==> src/sv/mgsh_pkg.sv <==
// mgsh_pkg: shared widths, register indexes and constant tables of the
// magnetometer heading pipeline; used by every module of the block
package mgsh_pkg;

    localparam int SCALE_FRACTION_BITS = 12;
    localparam int CORDIC_ITERATIONS   = 16;

    localparam int BYTE_W     = 8;
    localparam int RAW_W      = 16;
    localparam int COUNT_W    = RAW_W + 1;
    localparam int FIELD_W    = 24;
    localparam int HEADING_W  = 16;
    localparam int GAIN_W     = 3;
    localparam int CFG_ADDR_W = 2;
    localparam int CFG_DATA_W = 16;

    // register indexes on the configuration port
    localparam logic [CFG_ADDR_W-1:0] REG_GAIN_CODE = 2'd0;
    localparam logic [CFG_ADDR_W-1:0] REG_X_OFFSET  = 2'd1;
    localparam logic [CFG_ADDR_W-1:0] REG_Y_OFFSET  = 2'd2;

    localparam logic [GAIN_W-1:0] GAIN_RESET = 3'd1;

    // factor is at most 4.35 * 2^frac rounded to the nearest integer, so three integer bits suffice
    localparam int FACTOR_W    = SCALE_FRACTION_BITS + 3;
    localparam int PRODUCT_W   = COUNT_W + FACTOR_W + 1;
    localparam int ROUND_SHIFT = SCALE_FRACTION_BITS - 4;

    localparam int FIELD_MAX = 8388607;

    // cordic datapath: count scaled by 2^24 plus headroom for gain and sign
    localparam int CORDIC_INPUT_SHIFT = 24;
    localparam int CORDIC_W           = COUNT_W + CORDIC_INPUT_SHIFT + 3;
    localparam int ANGLE_W            = 33;
    localparam int ANGLE_TABLE_SIZE   = 24;
    localparam int ANGLE_FRAC_BITS    = 16;

    localparam logic signed [ANGLE_W-1:0] ANGLE_HALF_TURN = 33'sd1179648000;
    localparam int HEADING_MAX = 18000;

    // total pipeline: input stage, cordic load stage, cordic iterations, output register
    // (the two lane stages run beside the cordic)
    localparam int PIPE_DEPTH = CORDIC_ITERATIONS + 3;

    localparam int MG_THOUSANDTHS [8] = '{730, 920, 1220, 1520, 2270, 2560, 3030, 4350};

    function automatic logic [FACTOR_W-1:0] scale_factor(input int mg);
        longint t;
        t = (longint'(mg) << SCALE_FRACTION_BITS) + 64'sd500;
        return FACTOR_W'(t / 1000);
    endfunction

    localparam logic [FACTOR_W-1:0] FACTOR_TABLE [8] = '{
        scale_factor(MG_THOUSANDTHS[0]), scale_factor(MG_THOUSANDTHS[1]),
        scale_factor(MG_THOUSANDTHS[2]), scale_factor(MG_THOUSANDTHS[3]),
        scale_factor(MG_THOUSANDTHS[4]), scale_factor(MG_THOUSANDTHS[5]),
        scale_factor(MG_THOUSANDTHS[6]), scale_factor(MG_THOUSANDTHS[7])
    };

    // atan(2^-i) in 0.01 degree / 65536
    localparam logic [31:0] ATAN_TABLE [ANGLE_TABLE_SIZE] = '{
        32'd294912000, 32'd174096719, 32'd91987925, 32'd46694507,
        32'd23437865,  32'd11730358,  32'd5866610,  32'd2933484,
        32'd1466764,   32'd733385,    32'd366693,   32'd183346,
        32'd91673,     32'd45837,     32'd22918,    32'd11459,
        32'd5730,      32'd2865,      32'd1432,     32'd716,
        32'd358,       32'd179,       32'd90,       32'd45
    };

endpackage

==> src/sv/mgsh_scale_lane.sv <==
// mgsh_scale_lane: one axis lane, count times gain factor, then rounding
// to Q4 milligauss with saturation; depends on mgsh_pkg
module mgsh_scale_lane (
    input  logic                                 aclk,
    input  logic                                 adv,
    input  logic signed [mgsh_pkg::COUNT_W-1:0]  count,
    input  logic        [mgsh_pkg::FACTOR_W-1:0] factor,
    output logic signed [mgsh_pkg::FIELD_W-1:0]  field
);

    localparam int PW = mgsh_pkg::PRODUCT_W;

    logic signed [PW-1:0]                    product_reg;
    logic signed [mgsh_pkg::FIELD_W-1:0]     field_reg;
    logic signed [mgsh_pkg::FACTOR_W:0]      factor_s;
    logic        [PW-1:0]                    mag;
    logic        [PW-1:0]                    rounded;
    logic signed [mgsh_pkg::FIELD_W-1:0]     field_next;

    assign factor_s = {1'b0, factor};

    // magnitude rounding gives ties away from zero
    always_comb begin
        mag     = product_reg[PW-1] ? PW'(-product_reg) : PW'(product_reg);
        rounded = (mag + (PW'(1) << (mgsh_pkg::ROUND_SHIFT - 1))) >> mgsh_pkg::ROUND_SHIFT;
        if (!product_reg[PW-1]) begin
            if (rounded > PW'(mgsh_pkg::FIELD_MAX)) begin
                field_next = mgsh_pkg::FIELD_W'(mgsh_pkg::FIELD_MAX);
            end else begin
                field_next = rounded[mgsh_pkg::FIELD_W-1:0];
            end
        end else begin
            if (rounded > PW'(mgsh_pkg::FIELD_MAX + 1)) begin
                field_next = {1'b1, {(mgsh_pkg::FIELD_W-1){1'b0}}};
            end else begin
                field_next = -rounded[mgsh_pkg::FIELD_W-1:0];
            end
        end
    end

    always_ff @(posedge aclk) begin
        if (adv) begin
            product_reg <= PW'(count * factor_s);
            field_reg   <= field_next;
        end
    end

    assign field = field_reg;

endmodule

==> config.mk <==
export PLATFORM = sky130hd
export DESIGN_NAME = mgsh_scale_lane
export DESIGN_NICKNAME = d
export VERILOG_FILES = /design/src/sv/mgsh_pkg.sv /design/src/sv/mgsh_scale_lane.sv
export SDC_FILE = /design/constraint.sdc
export NUM_CORES = 1
export LEC_CHECK = 0
export BUFFER_PORTS_ARGS = -buffer_cell sky130_fd_sc_hd__buf_2
export CORE_MARGIN = 1.5
export CORE_UTILIZATION = 55
export CTS_BUF_LIST = sky130_fd_sc_hd__clkbuf_8
export CTS_CLUSTER_DIAMETER = 100
export CTS_CLUSTER_SIZE = 8
export DETAILED_ROUTE_END_ITERATION = 12
export GPL_TIMING_DRIVEN = 0
export PLACE_DENSITY = 0.74
export SKIP_CTS_REPAIR_TIMING = 1
export SLEW_MARGIN = 15
export SYNTH_ARGS = -nofsm -noshare
export SYNTH_HDL_FRONTEND = slang
export SYNTH_SLANG_ARGS = --single-unit
==> constraint.sdc <==
create_clock -name aclk -period 15.35 [get_ports aclk]
set_input_delay 0.7675 -clock aclk [delete_from_list [all_inputs] [get_ports aclk]]
set_output_delay 0.7675 -clock aclk [all_outputs]
set_load 0.1 [all_outputs]
==> impl_metrics.py <==
metrics = {
    "setup_path": {
        "crit_top_cell": "clkbuf_1",
        "cp-end-kind": "register",
        "cp.arrival_ns": 8.16,
        "cp_slowest_cell": "buf_1",
        "worst_r2r_startpoint": "product_reg[32]",
        "path_class": "register to register",
        "endpoint": "field[17]",
        "crit_path_start": "product_reg[32]",
        "r2r_cells": 23,
        "cp-start-kind": "register",
        "max_stage_delay_ns": 0.57,
        "critical_path.max_fanout": 10,
        "worstPathRequired_ns": 15.43,
        "r2r-end": "field[17]",
        "critical_path.cell_chain": "clkbuf_1, clkbuf_1, buf_1, clkbuf_1, clkbuf_1, clkbuf_1, buf_1, o21ai_0, xnor2_1, ha_1, clkbuf_1, nand2_1, or4_4, nand3_4, nand3_4, nor4_4, a21boi_0, o211ai_1, nand3_1, nor2_1, buf_1, a21o_1, a22oi_1",
        "r2r_slack_ns": 7.27,
    },
    "die": {
        "initial_utilization_pct": 55.9,
        "die-height_um": 165,
        "core_area_um2": 25900,
        "fp.dieW_um": 165,
        "placementRows": 59,
        "die_area_um2": 27300,
        "ios": 58,
    },
    "global_routing": {
        "grt_pass1_wl_um": 58500,
        "grt_overflow": 0,
        "antenna_found_initial": 0,
        "grt_pass1_vias": 11746,
        "grt_max_degree": 58,
        "grtUsageTotal_pct": 27.5,
    },
    "sta": {
        "hold_viol_final": 0,
        "slew_headroom_pct": 27.7,
        "fin_ws_ns": 7.27,
        "min_period_ns": 8.08,
        "setup_viol": 0,
        "worst_slew_pin_slew_ns": 1.07,
        "post-route-period-util_pct": 52.6,
        "clock_skew_ns": 0.0163,
        "grt_setup_unrepaired": "no",
        "drv_slew": 0,
        "fmax_mhz": 124,
        "setup_tns_ns": 0,
    },
    "final_layout": {
        "drive_above_1_share_pct": 6.09,
        "largest_reg_flops": 33,
        "antenna_cells": 0,
        "fin_nets": 2067,
        "syn_to_final_growth_pct": 6.40,
    },
    "yosys": {
        "ys_seq_area_share_pct": 11.8,
        "async_flop_share_pct": 0,
        "yosys_most_used_dff": "edfxtp_1",
        "ys_types": 81,
        "syn_inst": 1625,
        "synth.most_common_cell": "inv_1",
        "synthTopCellsByCount": "332 x inv_1, 259 x fa_1, 203 x nand2_1, 121 x and2_1, 87 x ha_1",
        "ys_ff_latch": 57,
        "synthTopCellsByArea": "fa_1 36%, edfxtp_1 12%, inv_1 8.6%",
        "yosysWarnings": 0,
        "synth_enable_flop_cells": 57,
        "synthesis.nets": 2005,
        "synth_top_area_share_pct": 35.8,
        "synth_area_leader_cell": "fa_1",
        "avgSynthCellArea_um2": 8.91,
        "synthesis.area_um2": 14500,
    },
    "clock_tree": {
        "cts.sinks": 57,
        "worstSkewPairLatency_ns": 0.36,
        "htreeDepth": 3,
        "root_buffer": "clkbuf_8",
        "cts_tree": "done",
        "clkSlewWorstSetupHoldPaths_ns": 0.08,
        "clockBufferDepth": 2,
        "cts_buffers": 9,
    },
    "route": {
        "ant_nets": 0,
        "wl_per_cell_um": 17.3,
        "drt_first_iter_violations": 909,
        "first_pass_iters": 6,
        "vias": 11527,
        "route.detailed.drc": 0,
        "viasPerCell": 5.69,
        "routed_wirelength_um": 35100,
    },
    "placement": {
        "portBuffers": 51,
        "dp.final_hpwl_um": 28600,
        "post-place-ws_ns": 7.19,
        "gp_congestion": 0.943,
    },
    "min_path": {
        "min-delay-path-class": "primary input to register",
    },
    "outcome": {
        "status": "complete, no violations",
    },
    "run": {
        "drv_cap": 0,
    },
}
[through the flow]
stage | std cells | area [um^2] | hold WS [ns] | utilization [%]
2_1_floorplan | 1625 | 14500 | 0.819 | -
3_3_place_gp | 2011 | 15100 | 0.930 | 58.5
3_5_place_dp | 2011 | 15100 | 0.979 | 58.5
4_1_cts | 2027 | 15400 | 0.836 | 59.4
5_1_grt | 2027 | 15400 | 0.857 | 59.4
6_report | 2027 | 15400 | 0.850 | 59.4
[cells in the final DEF, fill, tap and decap left out, types with 5 or more instances in the layout]
cell type,Yosys,layout
and2_1,121,121
nand2b_1,7,7
clkbuf_1,62,62
o21ai_0,27,27
nor3_1,35,35
nor4_1,9,9
a21oi_1,34,34
ha_1,87,87
nand4_1,12,12
o22ai_1,6,6
a211oi_2,7,7
a211oi_1,6,6
and3_1,8,8
or4_1,5,5
mux2i_1,5,5
o21a_1,7,7
nand2_1,203,203
a31oi_1,11,11
or2_2,8,8
edfxtp_1,57,57
inv_1,332,332
fa_1,259,259
buf_1,7,7
xnor2_1,62,62
o21bai_1,7,7
o31ai_1,6,6
a21o_1,18,18
buf_2,1,51
nor2_1,59,59
o211ai_1,6,6
nand3_1,25,25
or3_1,11,11
clkbuf_8,0,9
o41ai_1,6,6
xor2_1,17,17
nor2b_1,7,7
[area by class of cell]
type                       instances  area, um^2
multi-input combinational       1164       11200
fill                            2262       10500
sequential                        57        1710
inverter                         332        1250
tap                              335         419
buffer                            72         287
timing repair buffer              51         258
clock inverter                     7         125
clock buffer                       9         124
[cell families (layout without fill, tap and decap cells)]
kind of cell               after synthesis  in the layout  synth area share, %
and+or+nand+nor                        537            537                 18.9
muxes                                    7              7                0.501
adders and majority gates              347            347                 43.4
xor gates and xnor gates                79             79                 4.78
buffers and inverters                  404            471                 10.6
AOI/OAI and AO/OA                      194            194                 9.95
DFF                                     57             57                 11.8
[metal layers]
| metal | part of all wire (%) | GRT usage, % | up-vias |
|---|---|---|---|
| li1 | - | - | 5279 |
| met5 | 0 | 0 | - |
| met1 | 41 | 36.1 | 5681 |
| met4 | 2.4 | 7.86 | 0 |
| met3 | 8.0 | 4.02 | 79 |
| met2 | 49 | 47.5 | 488 |
[worst max-delay path: cells and delay by family (launching register included)]
kind,cells,cell delay [ns]
and+or+nand+nor,7,1.99
xor gates and xnor gates,1,0.19
buffers and inverters,9,4.15
DFF,1,0.38
adders and majority gates,1,0.16
AOI/OAI and AO/OA,5,0.92
[worst min-delay path by stage]
stage | startpoint | endpoint | slack (ns) | cells after the start
global placement | product_reg[31] | field[23] | 0.93 | 4
detailed placement | product_reg[31] | field[23] | 0.98 | 4
CTS | factor[0] | product_reg[0] | 0.84 | 2
floorplan | product_reg[31] | field[23] | 0.82 | 4
finish | count[0] | product_reg[0] | 0.85 | 2
global route | factor[0] | product_reg[0] | 0.86 | 2
Power is left out: the tool's default activity adds up to more than one toggle a clock period on the data nets, which glitch-free logic cannot reach.
