`src/sv/mgsh_pkg.sv`:
```
// mgsh_pkg: shared widths, register indexes and constant tables of the
// magnetometer heading pipeline; used by every module of the block
package mgsh_pkg;

    localparam int SCALE_FRACTION_BITS = 12;
    localparam int CORDIC_ITERATIONS   = 16;

    localparam int BYTE_W     = 8;
    localparam int RAW_W      = 16;
    localparam int COUNT_W    = RAW_W + 1;
    localparam int FIELD_W    = 24;
    localparam int HEADING_W  = 16;
    localparam int GAIN_W     = 3;
    localparam int CFG_ADDR_W = 2;
    localparam int CFG_DATA_W = 16;

    // register indexes on the configuration port
    localparam logic [CFG_ADDR_W-1:0] REG_GAIN_CODE = 2'd0;
    localparam logic [CFG_ADDR_W-1:0] REG_X_OFFSET  = 2'd1;
    localparam logic [CFG_ADDR_W-1:0] REG_Y_OFFSET  = 2'd2;

    localparam logic [GAIN_W-1:0] GAIN_RESET = 3'd1;

    // factor is at most 4.35 * 2^frac rounded to the nearest integer, so three integer bits suffice
    localparam int FACTOR_W    = SCALE_FRACTION_BITS + 3;
    localparam int PRODUCT_W   = COUNT_W + FACTOR_W + 1;
    localparam int ROUND_SHIFT = SCALE_FRACTION_BITS - 4;

    localparam int FIELD_MAX = 8388607;

    // cordic datapath: count scaled by 2^24 plus headroom for gain and sign
    localparam int CORDIC_INPUT_SHIFT = 24;
    localparam int CORDIC_W           = COUNT_W + CORDIC_INPUT_SHIFT + 3;
    localparam int ANGLE_W            = 33;
    localparam int ANGLE_TABLE_SIZE   = 24;
    localparam int ANGLE_FRAC_BITS    = 16;

    localparam logic signed [ANGLE_W-1:0] ANGLE_HALF_TURN = 33'sd1179648000;
    localparam int HEADING_MAX = 18000;

    // total pipeline: input stage, cordic load stage, cordic iterations, output register
    // (the two lane stages run beside the cordic)
    localparam int PIPE_DEPTH = CORDIC_ITERATIONS + 3;

    localparam int MG_THOUSANDTHS [8] = '{730, 920, 1220, 1520, 2270, 2560, 3030, 4350};

    function automatic logic [FACTOR_W-1:0] scale_factor(input int mg);
        longint t;
        t = (longint'(mg) << SCALE_FRACTION_BITS) + 64'sd500;
        return FACTOR_W'(t / 1000);
    endfunction

    localparam logic [FACTOR_W-1:0] FACTOR_TABLE [8] = '{
        scale_factor(MG_THOUSANDTHS[0]), scale_factor(MG_THOUSANDTHS[1]),
        scale_factor(MG_THOUSANDTHS[2]), scale_factor(MG_THOUSANDTHS[3]),
        scale_factor(MG_THOUSANDTHS[4]), scale_factor(MG_THOUSANDTHS[5]),
        scale_factor(MG_THOUSANDTHS[6]), scale_factor(MG_THOUSANDTHS[7])
    };

    // atan(2^-i) in 0.01 degree / 65536
    localparam logic [31:0] ATAN_TABLE [ANGLE_TABLE_SIZE] = '{
        32'd294912000, 32'd174096719, 32'd91987925, 32'd46694507,
        32'd23437865,  32'd11730358,  32'd5866610,  32'd2933484,
        32'd1466764,   32'd733385,    32'd366693,   32'd183346,
        32'd91673,     32'd45837,     32'd22918,    32'd11459,
        32'd5730,      32'd2865,      32'd1432,     32'd716,
        32'd358,       32'd179,       32'd90,       32'd45
    };

endpackage

```
`src/sv/mgsh_merge.sv`:
```
// mgsh_merge: lines the lane results up with the cordic angle, rounds the
// angle to hundredths of a degree and holds the output register; uses mgsh_pkg
module mgsh_merge (
    input  logic                                  aclk,
    input  logic                                  adv,
    input  logic signed [mgsh_pkg::FIELD_W-1:0]   x_in,
    input  logic signed [mgsh_pkg::FIELD_W-1:0]   y_in,
    input  logic signed [mgsh_pkg::FIELD_W-1:0]   z_in,
    input  logic signed [mgsh_pkg::ANGLE_W-1:0]   angle,
    input  logic                                  zero_vec,
    output logic signed [mgsh_pkg::FIELD_W-1:0]   x_field,
    output logic signed [mgsh_pkg::FIELD_W-1:0]   y_field,
    output logic signed [mgsh_pkg::FIELD_W-1:0]   z_field,
    output logic signed [mgsh_pkg::HEADING_W-1:0] heading
);

    localparam int TAPS = mgsh_pkg::CORDIC_ITERATIONS - 1;
    localparam int AW   = mgsh_pkg::ANGLE_W;
    localparam int FW   = mgsh_pkg::FIELD_W;
    localparam int HW   = mgsh_pkg::HEADING_W;

    logic signed [FW-1:0] xd_reg [0:TAPS-1];
    logic signed [FW-1:0] yd_reg [0:TAPS-1];
    logic signed [FW-1:0] zd_reg [0:TAPS-1];

    logic signed [FW-1:0] x_out_reg;
    logic signed [FW-1:0] y_out_reg;
    logic signed [FW-1:0] z_out_reg;
    logic signed [HW-1:0] heading_reg;

    logic        [AW-1:0] angle_mag;
    logic        [AW-1:0] angle_sum;
    logic        [HW-1:0] heading_mag;
    logic signed [HW-1:0] heading_next;

    always_comb begin
        angle_mag = angle[AW-1] ? AW'(-angle) : AW'(angle);
        angle_sum = (angle_mag + (AW'(1) << (mgsh_pkg::ANGLE_FRAC_BITS - 1)))
                    >> mgsh_pkg::ANGLE_FRAC_BITS;
        if (angle_sum > AW'(mgsh_pkg::HEADING_MAX)) begin
            heading_mag = HW'(mgsh_pkg::HEADING_MAX);
        end else begin
            heading_mag = angle_sum[HW-1:0];
        end
        if (zero_vec) begin
            heading_next = '0;
        end else if (angle[AW-1]) begin
            heading_next = -heading_mag;
        end else begin
            heading_next = heading_mag;
        end
    end

    always_ff @(posedge aclk) begin
        if (adv) begin
            xd_reg[0] <= x_in;
            yd_reg[0] <= y_in;
            zd_reg[0] <= z_in;
            for (int k = 1; k < TAPS; k++) begin
                xd_reg[k] <= xd_reg[k-1];
                yd_reg[k] <= yd_reg[k-1];
                zd_reg[k] <= zd_reg[k-1];
            end
            x_out_reg   <= xd_reg[TAPS-1];
            y_out_reg   <= yd_reg[TAPS-1];
            z_out_reg   <= zd_reg[TAPS-1];
            heading_reg <= heading_next;
        end
    end

    assign x_field = x_out_reg;
    assign y_field = y_out_reg;
    assign z_field = z_out_reg;
    assign heading = heading_reg;

endmodule

```
`config.mk`:
```
export PLATFORM = sky130hd
export DESIGN_NAME = mgsh_merge
export DESIGN_NICKNAME = d
export VERILOG_FILES = /design/src/sv/mgsh_pkg.sv /design/src/sv/mgsh_merge.sv
export SDC_FILE = /design/constraint.sdc
export NUM_CORES = 1
export LEC_CHECK = 0
export ABC_CLOCK_PERIOD_IN_PS = 6850
export BUFFER_PORTS_ARGS = -buffer_cell sky130_fd_sc_hd__buf_2
export CAP_MARGIN = 30
export CELL_PAD_IN_SITES_DETAIL_PLACEMENT = 1
export CELL_PAD_IN_SITES_GLOBAL_PLACEMENT = 2
export CORE_ASPECT_RATIO = 1.1
export CORE_UTILIZATION = 44
export DETAILED_ROUTE_END_ITERATION = 6
export PLACE_DENSITY_LB_ADDON = 0.1
export SLEW_MARGIN = 20
export SYNTH_ARGS = -nofsm -noshare
export SYNTH_HDL_FRONTEND = slang
export SYNTH_SLANG_ARGS = --single-unit
```
`constraint.sdc`:
```
create_clock -name aclk -period 6.85 [get_ports aclk]
set_input_delay 1.37 -clock aclk [delete_from_list [all_inputs] [get_ports aclk]]
set_output_delay 1.37 -clock aclk [all_outputs]
set_load 0.01 [all_outputs]
```
==> key figures <==
Clock network
  • CTS Buf Count: 114
  • Skew-Pair Late Insertion Delay: 670 ps
  • Max Root-Sink Buffers: 3
  • Post-cts sizing count: 0
  • TritonCTS clock tree: built
  • Post-CTS setup buffer count: 0
  • H-tree Lvls: 3
  • CTS Hold Bufs: 0
  • Root Buffer: clkbuf_16
  • Clk sinks: 1168
  • Clk slew on worst S/H paths: 60 ps

Place
  • GP Congestion: 0.7506
  • Hpwl dp: 31260 um
  • I/O Buffers: 195

Critical path
  • R2R depth: 0
  • Crit path launch: angle[15]
  • R2R Setup Slk: 6080 ps
  • CP Capture Type: register
  • Crit path kind: input pin to register
  • Worst R2R Start: zd_reg[2][18]$_DFFE_PP_
  • Crit path DAT: 6580 ps
  • CP required: 7340 ps
  • Worst setup path endpoint: heading[14]$_SDFFCE_PP0P_
  • Critical path peak fanout: 7
  • Worst setup SP type: input pin
  • RR Endpoint: zd_reg[3][18]$_DFFE_PP_

Global route
  • Initial antenna violation count: 3
  • Pin count of the biggest net entering global routing: 173
  • GR Util met2: 20.21%
  • Vias in the first global route: 15000
  • First-pass GRT wire length: 83810 um
  • Tot GR Track Use: 12.65%
  • Met3 Use GR: 3.035%
  • GR Overflow Total: 0
  • GRT Max-Usage Layer: met2
  • GRT met1 Usage: 16.97%

Yosys
  • #FFs+latches synth: 1168
  • Post-synthesis sequential area ratio: 94.15%
  • Ys Warns: 0
  • Dominant register cell in the synthesized netlist: edfxtp_1
  • Synth Net Count: 1598
  • Mapped Cells: 1488
  • Netlist Area Pre-Place: 37250 sq um
  • Synth unique cells: 75
  • EDFF count, synth: 1168
  • Ys async rst share: 0%
  • Syn Area/Cell: 25.04 sq um

Final layout
  • Share of cells above drive strength 1: 22.10%
  • Number of fill cells in the layout: 7260
  • Final nets: 1934
  • Area Overhead vs Synth: 17.28%
  • # diodes: 0

Timing
  • Fin. max-slew vios: 0
  • Final hold viol count: 0
  • Clock Skew: 23.99 ps
  • Unrepaired setup endpoints after global routing: false
  • Hold slack: 394.7 ps
  • Setup TNS Final: 0 ps
  • Relative slew slack: 36.81%
  • Actual slew at the worst max-slew pin: 947.8 ps
  • Final setup viols: 0
  • Fin crit share: 88.91%
  • Min Tclk post-route: 6091 ps
  • Fmax: 164.2 MHz

Floorplanning
  • I/O Pins: 196
  • Rows: 111
  • Height of the chip: 307.2 um
  • Die width: 279.4 um
  • Core area: 83610 sq um
  • Starting Density: 44.56%
  • Die area: 85840 sq um

Drt
  • DR iter-0 viols: 989
  • Total wire length: 54200 um
  • Vias/cell: 4.679
  • Post-route ant nets: 0
  • Routed len/inst: 17.75 um
  • Drt drc: 0
  • Via count: 14290
  • Drt pass-1 iters: 7

Status
  • Outcome: finished clean

Power and ir drop
  • Leakage: 14.91 nW
  • Pwr Density: 341.4 nW/um^2
  • Max VDD drop: 204.1 uV

Worst hold path
  • Min-delay worst type: register to register

Run
  • Max cap viols: 0
==> cells in the mapped netlist, types with 3 or more instances <==
library cell / number / area share [%]
o31ai_1: 6 / 0.12
and3_1: 9 / 0.15
and2_1: 6 / 0.10
edfxtp_1: 1168 / 94
nand2_1: 25 / 0.25
nand2b_1: 7 / 0.12
or4_1: 9 / 0.18
clkbuf_1: 10 / 0.10
mux2i_1: 8 / 0.21
nor2_1: 28 / 0.28
xor2_1: 11 / 0.26
nand3_1: 13 / 0.17
or2_1: 3 / 0.050
a21oi_1: 11 / 0.15
inv_1: 7 / 0.071
a31oi_1: 10 / 0.17
xnor2_1: 19 / 0.45
nor4_1: 9 / 0.15
a41oi_1: 3 / 0.071
a211o_1: 4 / 0.094
or3_1: 8 / 0.13
a211oi_1: 6 / 0.12
buf_2: 4 / 0.054
nor3_1: 9 / 0.12
o21ai_0: 16 / 0.21
o211ai_1: 3 / 0.060
nor2b_1: 4 / 0.067
nand4_1: 7 / 0.12
nor4_2: 4 / 0.13
a21boi_0: 3 / 0.060
==> where the power goes <==
| group | internal [mW] | switching, mW |
|---|---|---|
| logic | 0.115 | 0.281 |
| clock network | 3.52 | 2.53 |
| registers | 8.35 | 0.111 |
==> worst max-delay path: stages <==
cell and delay [ps]:
buf_2 120, or4_1 690, nor4_2 660, a21oi_1 180, o32a_1 430, a211oi_4 310
a31oi_1 130, a311oi_1 570, or2_1 210, a21oi_1 90, nand2_1 110, ha_1 210
o21ai_0 100, or3_1 340, a21boi_1 190, buf_4 160, nand4_1 110, or4_1 420
a31oi_1 180
==> routing by layer <==
metal  vias to the layer above  wire length, um  part of all wire (%)
met1                      7149            24180                    45
met3                        97             2505                   4.6
met2                       285            26310                    49
met4                         2             1189                   2.2
li1                       6752                -                     -
met5                         -               10                 0.018
==> worst min path at each step <==
| stage | start | end | slack [ps] | depth (start not counted) |
|---|---|---|---|---|
| 5_1_grt | xd_reg[7][1]$_DFFE_PP_ | xd_reg[8][1]$_DFFE_PP_ | 400 | 0 |
| 6_report | yd_reg[12][16]$_DFFE_PP_ | yd_reg[13][16]$_DFFE_PP_ | 390 | 0 |
| 3_3_place_gp | zd_reg[1][18]$_DFFE_PP_ | zd_reg[2][18]$_DFFE_PP_ | 400 | 0 |
| 4_1_cts | zd_reg[8][13]$_DFFE_PP_ | zd_reg[9][13]$_DFFE_PP_ | 390 | 0 |
| 3_5_place_dp | xd_reg[10][9]$_DFFE_PP_ | xd_reg[11][9]$_DFFE_PP_ | 410 | 0 |
| 2_1_floorplan | xd_reg[14][0]$_DFFE_PP_ | x_field[0]$_DFFE_PP_ | 400 | 0 |
==> area by class of cell <==
cell class,instances,area [sq um],area share [%]
Clock buffer,137,2982,6.824
Clock inverter,78,721.9,1.652
Inverter,8,30.03,0.06873
Multi-Input combinational cell,295,2069,4.737
Sequential cell,1168,35070,80.27
Tap cell,1130,1414,3.236
Timing Repair Buffer,237,1401,3.207
==> cells by family after synthesis <==
kind of cell / Yosys count / share of synthesized area [%]
mux: 10 / 0.2754
fa+ha+maj: 2 / 0.06716
xor+xnor: 30 / 0.7053
simple gates: 156 / 2.455
buf+inv: 25 / 0.2956
flops: 1168 / 94.15
compound gates: 97 / 2.052
==> stage by stage <==
stage | cells | utilization (%) | cell area [sq um] | setup WS [ps] | total power, mW
after floorplan | 1488 | - | 37250 | 62.67 | 8.689
after global placement | 2837 | 47.80 | 39970 | 237.1 | 9.000
after detailed placement | 2837 | 47.80 | 39970 | 81.83 | 9.029
after CTS | 3052 | 52.23 | 43670 | 798.5 | 15.19
after global routing | 3053 | 52.26 | 43690 | 442.7 | 15.46
final | 3053 | 52.26 | 43690 | 759.4 | 14.92
==> cell usage in the layout (no fill, tap or decap), types with 10 or more instances in the layout <==
cell and n:
nand3_1 13, clkinv_1 33, a31oi_1 10, o21ai_0 16, xnor2_1 19, buf_4 34, xor2_1 11, clkbuf_1 21
edfxtp_1 1168, a21oi_1 11, nor2_1 28, clkbuf_16 116, nand2_1 25, clkinv_2 22, bufinv_16 11, buf_2 194
No activity file was read; power rests on OpenSTA's default activity.
